--- src/design/frame_pacing_statistics_core_defines.svh ---
// assertion macros shared by the frame pacing statistics files
`ifndef FRAME_PACING_STATISTICS_CORE_DEFINES_SVH
`define FRAME_PACING_STATISTICS_CORE_DEFINES_SVH

// same-cycle implication, disabled during reset
`define FPS_ASSERT_NOW(label, clk, rst, ante, cons, msg) \
  label: assert property (@(posedge clk) disable iff (rst) (ante) |-> (cons)) \
    else $error(msg);

// next-cycle implication, disabled during reset
`define FPS_ASSERT_NEXT(label, clk, rst, ante, cons, msg) \
  label: assert property (@(posedge clk) disable iff (rst) (ante) |=> (cons)) \
    else $error(msg);

`endif

--- src/design/fps_pkg.sv ---
// types, codes and microcode program of the frame pacing statistics block
`timescale 1ns / 1ps

package fps_pkg;

  // fixed field widths and constants
  localparam int PERIOD_W = 10;
  localparam int FPS_W    = 18;
  localparam logic [PERIOD_W-1:0] MS_PER_S = 10'd1000;
  localparam logic [FPS_W-1:0]    RATE_NUM = 18'd256000;

  // register indexes
  localparam logic REG_FRAME_RATE = 1'b0;
  localparam logic REG_MEASURE    = 1'b1;

  // input actions
  localparam logic [1:0] ACT_PACED   = 2'd0;
  localparam logic [1:0] ACT_MEASURE = 2'd1;
  localparam logic [1:0] ACT_REFRESH = 2'd2;

  // program steps
  localparam int STEP_W = 4;
  typedef logic [STEP_W-1:0] step_t;
  localparam step_t ST_SWP_INIT = 4'd0;
  localparam step_t ST_SWP_READ = 4'd1;
  localparam step_t ST_SWP_LOOP = 4'd2;
  localparam step_t ST_SWP_DONE = 4'd3;
  localparam step_t ST_FETCH    = 4'd4;
  localparam step_t ST_DECODE   = 4'd5;
  localparam step_t ST_RECORD   = 4'd6;
  localparam step_t ST_START_AF = 4'd7;
  localparam step_t ST_GET_AF   = 4'd8;
  localparam step_t ST_GET_AW   = 4'd9;
  localparam step_t ST_GET_RF   = 4'd10;
  localparam step_t ST_GET_RW   = 4'd11;
  localparam step_t ST_INDEX    = 4'd12;
  localparam step_t ST_EMIT     = 4'd13;

  // hold conditions
  typedef logic [1:0] hold_t;
  localparam hold_t W_NONE = 2'd0;
  localparam hold_t W_IN   = 2'd1;
  localparam hold_t W_DIV  = 2'd2;
  localparam hold_t W_OUT  = 2'd3;

  // jump conditions
  typedef logic [2:0] jump_t;
  localparam jump_t J_NEXT       = 3'd0;
  localparam jump_t J_ALWAYS     = 3'd1;
  localparam jump_t J_NO_REC     = 3'd2;
  localparam jump_t J_NOT_LAST   = 3'd3;
  localparam jump_t J_SWEEP_MORE = 3'd4;

  // datapath operations
  typedef logic [3:0] op_t;
  localparam op_t OP_NONE     = 4'd0;
  localparam op_t OP_SWP_INIT = 4'd1;
  localparam op_t OP_SWP_ACC  = 4'd2;
  localparam op_t OP_SWP_END  = 4'd3;
  localparam op_t OP_TAKE     = 4'd4;
  localparam op_t OP_DECODE   = 4'd5;
  localparam op_t OP_RECORD   = 4'd6;
  localparam op_t OP_LATCH_MM = 4'd7;
  localparam op_t OP_INDEX    = 4'd8;
  localparam op_t OP_EMIT     = 4'd9;

  // ram read address select
  typedef logic [1:0] rd_t;
  localparam rd_t RD_IDX     = 2'd0;
  localparam rd_t RD_PTR     = 2'd1;
  localparam rd_t RD_PTR_INC = 2'd2;

  // divider operand select
  typedef logic [2:0] dsel_t;
  localparam dsel_t DV_NONE   = 3'd0;
  localparam dsel_t DV_PERIOD = 3'd1;
  localparam dsel_t DV_AF     = 3'd2;
  localparam dsel_t DV_AW     = 3'd3;
  localparam dsel_t DV_RF     = 3'd4;
  localparam dsel_t DV_RW     = 3'd5;

  // quotient capture select
  typedef logic [2:0] cap_t;
  localparam cap_t CP_NONE   = 3'd0;
  localparam cap_t CP_PERIOD = 3'd1;
  localparam cap_t CP_AF     = 3'd2;
  localparam cap_t CP_AW     = 3'd3;
  localparam cap_t CP_RF     = 3'd4;
  localparam cap_t CP_RW     = 3'd5;

  typedef struct packed {
    hold_t hold_sel;
    jump_t jump_sel;
    step_t target;
    op_t   op;
    rd_t   rd_sel;
    dsel_t div_sel;
    cap_t  cap_sel;
  } ucode_t;

  typedef struct packed {
    op_t   op;
    rd_t   rd_sel;
    dsel_t div_sel;
    cap_t  cap_sel;
  } dp_ctrl_t;

  typedef struct packed {
    logic rec;
    logic last;
    logic sweep_last;
    logic out_stall;
    logic div_done;
  } dp_stat_t;

  // microcode rom, all-zero fields mean no action
  function automatic ucode_t fps_ucode(input step_t step);
    ucode_t u;
    u = '0;
    case (step)
      ST_SWP_INIT: begin
        u.op      = OP_SWP_INIT;
        u.div_sel = DV_PERIOD;
      end
      ST_SWP_READ: begin
        u.rd_sel = RD_PTR;
      end
      ST_SWP_LOOP: begin
        u.op       = OP_SWP_ACC;
        u.rd_sel   = RD_PTR_INC;
        u.jump_sel = J_SWEEP_MORE;
        u.target   = ST_SWP_LOOP;
      end
      ST_SWP_DONE: begin
        u.hold_sel = W_DIV;
        u.op       = OP_SWP_END;
        u.cap_sel  = CP_PERIOD;
      end
      ST_FETCH: begin
        u.hold_sel = W_IN;
        u.op       = OP_TAKE;
      end
      ST_DECODE: begin
        u.op       = OP_DECODE;
        u.rd_sel   = RD_IDX;
        u.jump_sel = J_NO_REC;
        u.target   = ST_INDEX;
      end
      ST_RECORD: begin
        u.op       = OP_RECORD;
        u.jump_sel = J_NOT_LAST;
        u.target   = ST_INDEX;
      end
      ST_START_AF: begin
        u.div_sel = DV_AF;
      end
      ST_GET_AF: begin
        u.hold_sel = W_DIV;
        u.cap_sel  = CP_AF;
        u.div_sel  = DV_AW;
      end
      ST_GET_AW: begin
        u.hold_sel = W_DIV;
        u.cap_sel  = CP_AW;
        u.div_sel  = DV_RF;
      end
      ST_GET_RF: begin
        u.hold_sel = W_DIV;
        u.cap_sel  = CP_RF;
        u.div_sel  = DV_RW;
      end
      ST_GET_RW: begin
        u.hold_sel = W_DIV;
        u.cap_sel  = CP_RW;
        u.op       = OP_LATCH_MM;
      end
      ST_INDEX: begin
        u.op = OP_INDEX;
      end
      ST_EMIT: begin
        u.hold_sel = W_OUT;
        u.op       = OP_EMIT;
        u.jump_sel = J_ALWAYS;
        u.target   = ST_FETCH;
      end
      default: begin
        u.jump_sel = J_ALWAYS;
        u.target   = ST_SWP_INIT;
      end
    endcase
    return u;
  endfunction

endpackage

--- src/design/fps_seq.sv ---
// microcode sequencer: step counter, rom fetch, hold and jump logic
`timescale 1ns / 1ps
`include "frame_pacing_statistics_core_defines.svh"

module fps_seq (
  input  logic              clk,
  input  logic              rst,
  input  logic              restart,
  input  logic              in_valid,
  input  fps_pkg::dp_stat_t stat,
  output logic              in_ready,
  output fps_pkg::dp_ctrl_t ctrl
);

  fps_pkg::step_t  pc;
  fps_pkg::step_t  pc_next;
  fps_pkg::ucode_t uc;
  logic            hold;
  logic            take_jump;
  logic            fire;

  assign uc       = fps_pkg::fps_ucode(pc);
  assign in_ready = (pc == fps_pkg::ST_FETCH) && !restart;

  always_comb begin
    case (uc.hold_sel)
      fps_pkg::W_IN:  hold = !(in_valid && in_ready);
      fps_pkg::W_DIV: hold = !stat.div_done;
      fps_pkg::W_OUT: hold = stat.out_stall;
      default:        hold = 1'b0;
    endcase
    case (uc.jump_sel)
      fps_pkg::J_ALWAYS:     take_jump = 1'b1;
      fps_pkg::J_NO_REC:     take_jump = !stat.rec;
      fps_pkg::J_NOT_LAST:   take_jump = !stat.last;
      fps_pkg::J_SWEEP_MORE: take_jump = !stat.sweep_last;
      default:               take_jump = 1'b0;
    endcase
  end

  // a frame rate write cancels the current step
  assign fire = !hold && !restart;

  always_comb begin
    if (restart) begin
      pc_next = fps_pkg::ST_SWP_INIT;
    end else if (!fire) begin
      pc_next = pc;
    end else if (take_jump) begin
      pc_next = uc.target;
    end else begin
      pc_next = pc + fps_pkg::STEP_W'(1);
    end
    ctrl.op      = fire ? uc.op : fps_pkg::OP_NONE;
    ctrl.rd_sel  = uc.rd_sel;
    ctrl.div_sel = fire ? uc.div_sel : fps_pkg::DV_NONE;
    ctrl.cap_sel = fire ? uc.cap_sel : fps_pkg::CP_NONE;
  end

  always_ff @(posedge clk) begin
    if (rst) begin
      pc <= fps_pkg::ST_SWP_INIT;
    end else begin
      pc <= pc_next;
    end
  end

  `FPS_ASSERT_NEXT(a_restart_to_sweep, clk, rst, restart, pc == fps_pkg::ST_SWP_INIT,
    "frame rate write did not restart the clearing pass")

endmodule

--- config.mk ---
export PLATFORM = sky130hd
export DESIGN_NAME = fps_seq
export DESIGN_NICKNAME = d
export VERILOG_FILES = /design/src/design/fps_pkg.sv /design/src/design/fps_seq.sv
export VERILOG_INCLUDE_DIRS = /design/src /design/src/design
export SDC_FILE = /design/constraint.sdc
export NUM_CORES = 1
export LEC_CHECK = 0
export BUFFER_PORTS_ARGS = -buffer_cell sky130_fd_sc_hd__buf_2
export CORE_UTILIZATION = 50
export DETAILED_ROUTE_END_ITERATION = 7
export GPL_TIMING_DRIVEN = 0
export PLACE_DENSITY_LB_ADDON = 0.05
export SYNTH_ARGS = -nofsm -noshare
export SYNTH_HDL_FRONTEND = slang
export SYNTH_SLANG_ARGS = --single-unit
--- constraint.sdc ---
create_clock -name clk -period 6.2 [get_ports clk]
set_input_delay 0.62 -clock clk [delete_from_list [all_inputs] [get_ports clk]]
set_output_delay 0.62 -clock clk [all_outputs]
set_load 0.05 [all_outputs]
==> results.cfg <==
[run_status]
outcome = completed

[cells_and_area]
layout-drive-gt1-share = 0.370
top_register = pc
nNetsFinal = 134
layout_common_cells = buf_2, nor2_1, nand2_1
syn_to_final_growth_pct = 20.7
largest_register_ffs = 4
antenna_cells = 0
top_regs = pc x4
final_common_cell = buf_2

[logic_synthesis]
synth_fp_nets = 108
ys_ff_latch = 4
synth_top_area_frac = 0.113
synth_edf_count = 0
syn-instance-count = 95
syn_avg_cell_area_um2 = 7.44
ys_seq_area_frac = 0.113
synth.distinct_cells = 39
synth_area_leaders = dfxtp_1, ha_1, a221oi_2
synth_flop_cell = dfxtp_1
synth_area_leader_cell = dfxtp_1
ys_warn_count = 0
synth_area_um2 = 707
ys_async_sr_fraction = 0

[place]
buffer_ports.inserted = 21
routabilityCongestion = 0.820
hpwl_um = 1330

[clock_tree]
cts.sinks = 4
postCtsSetupRepairBufs = 0
cts_resized = 0
htree_levels = 1
insertion_delay_ns = 0.23
holdBufCountCts = 0
clock_path_buffers = 2
clock-root-buffer = clkbuf_4
clk_pin_slew_ns = 0.04
cts_tree = done
cts_buffers = 3

[sta]
slew_violations = 0
fin_skew_ns = 0.00461
finalSetupViolCount = 0
maxSlewHeadroom = 0.739
fin_tns_setup_ns = 0
worstMarginPinSlew_ns = 0.389
rsz0062_at_grt = no
finalHoldViolations = 0
period_share = 0.497
fmax_ghz = 0.324
fin_crit_ns = 3.08

[route]
route.detailed.drc = 0
vias = 769
wl_per_cell_um = 12.5
drt_iter0_drc = 23
first_pass_iters = 4
drtAntennaViolNets = 0
routed_wirelength_um = 1670
via_per_inst = 5.74

[global_routing]
grtUsageTotal = 0.240
grt-ovfl-total = 0
grt_antenna_before_repair = 0
grt_pass1_vias = 612
grt_pass1_wl_um = 2580
grt_max_degree = 11

[min_path]
min_path_type = reg -> reg

[setup_path]
crit_type = reg -> out
critical_path_arrival_ns = 2.46
end_kind = output port
startpoint_type = flip-flop
cp_max_fo = 10
cp.required_ns = 5.58
crit_chain = inv_1 > ha_1 > or2_2 > a221oi_2 > o31ai_2 > buf_4 > nor3_1 > buf_2
slowest_delay_ns = 0.42
slowest_stage = dfxtp_1

[floorplanning]
dieHeight_um = 39.6
die_area_um2 = 1570
io_pins = 22
num_rows = 13
die_w_um = 39.6
coreArea_um2 = 1300
initial_core_util = 0.543

[pwr]
peakVddDrop_uv = 123
leakagePower_nw = 0.379
powerDensity_nw_per_um2 = 117
power_mw = 0.0995

[flow_run]
drv_cap = 0
==> synthesized netlist by cell type (2+ instances only) <==
cell and count:
nor2b_1 4, nor3b_2 2, nor3_1 4, dfxtp_1 4, nand2_1 10, buf_4 2, a31oi_1 2, buf_2 3
inv_1 6, or3_1 2, o21ai_0 2, nand2b_1 2, ha_1 4, a21oi_1 8, a21boi_1 2, a221oi_2 3
nand3b_1 2, nor2_1 12
==> worst paths after layout <==
path                                         start                 end  slack (ns)  depth (start not counted)
worst max register to register  pc[1]$_SDFFE_PP0P_  pc[3]$_SDFFE_PP0P_        3.93                          7
worst min-delay path            pc[0]$_SDFFE_PP0P_  pc[0]$_SDFFE_PP0P_        0.53                          2
worst max-delay path            pc[0]$_SDFFE_PP0P_             ctrl[3]        3.12                          8
worst min register to register  pc[0]$_SDFFE_PP0P_  pc[0]$_SDFFE_PP0P_        0.53                          2
==> where the power goes <==
part           internal (mW)  total (mW)  switching (mW)
registers             0.0265      0.0274        0.000822
clock network         0.0216      0.0309         0.00930
logic                 0.0155      0.0413          0.0258
total                 0.0635      0.0995          0.0359
==> worst max-delay path, delay by kind of cell (launching register included) <==
kind / cells / cell delay, ns
buf+inv: 3 / 0.57
simple gates: 2 / 0.48
compound gates: 2 / 0.47
flops: 1 / 0.42
fa+ha+maj: 1 / 0.30
==> layer usage <==
layer | share of wire | vias to the layer above | track usage
met3 | 0.029 | 0 | 0
met5 | 0 | - | 0
li1 | - | 396 | -
met4 | 0 | 0 | 0.0862
met2 | 0.49 | 21 | 0.389
met1 | 0.48 | 352 | 0.337
==> through the flow <==
step / hold slack (ns) / cells / worst slack, ns / utilization / cell area (um^2)
finish: 0.533 / 134 / 3.12 / 0.656 / 853
global route: 0.571 / 134 / 2.93 / 0.656 / 853
CTS: 0.536 / 134 / 3.09 / 0.656 / 853
detailed placement: 0.531 / 131 / 3.34 / 0.638 / 831
global placement: 0.521 / 131 / 3.37 / 0.638 / 831
floorplan: 0.489 / 95 / 2.93 / - / 707
==> area by class of cell <==
type                    count  area [um^2]
multi-input cells          78          559
fillers                   128          448
repair buffers             21          105
flip-flops and latches      4         80.1
plain buffers               7         45.0
clock buffers               3         22.5
inverters                   6         22.5
well taps                  15         18.8
==> cell families (layout without fill, tap and decap cells) <==
kind of cell,after synthesis,count (layout),share of synthesized area
compound gates,29,29,0.358
fa+ha+maj,4,4,0.0708
mux,2,2,0.0372
flops,4,4,0.113
simple gates,43,43,0.326
buf+inv,13,37,0.0956
Note: power is estimated with default switching activity, not from simulation.
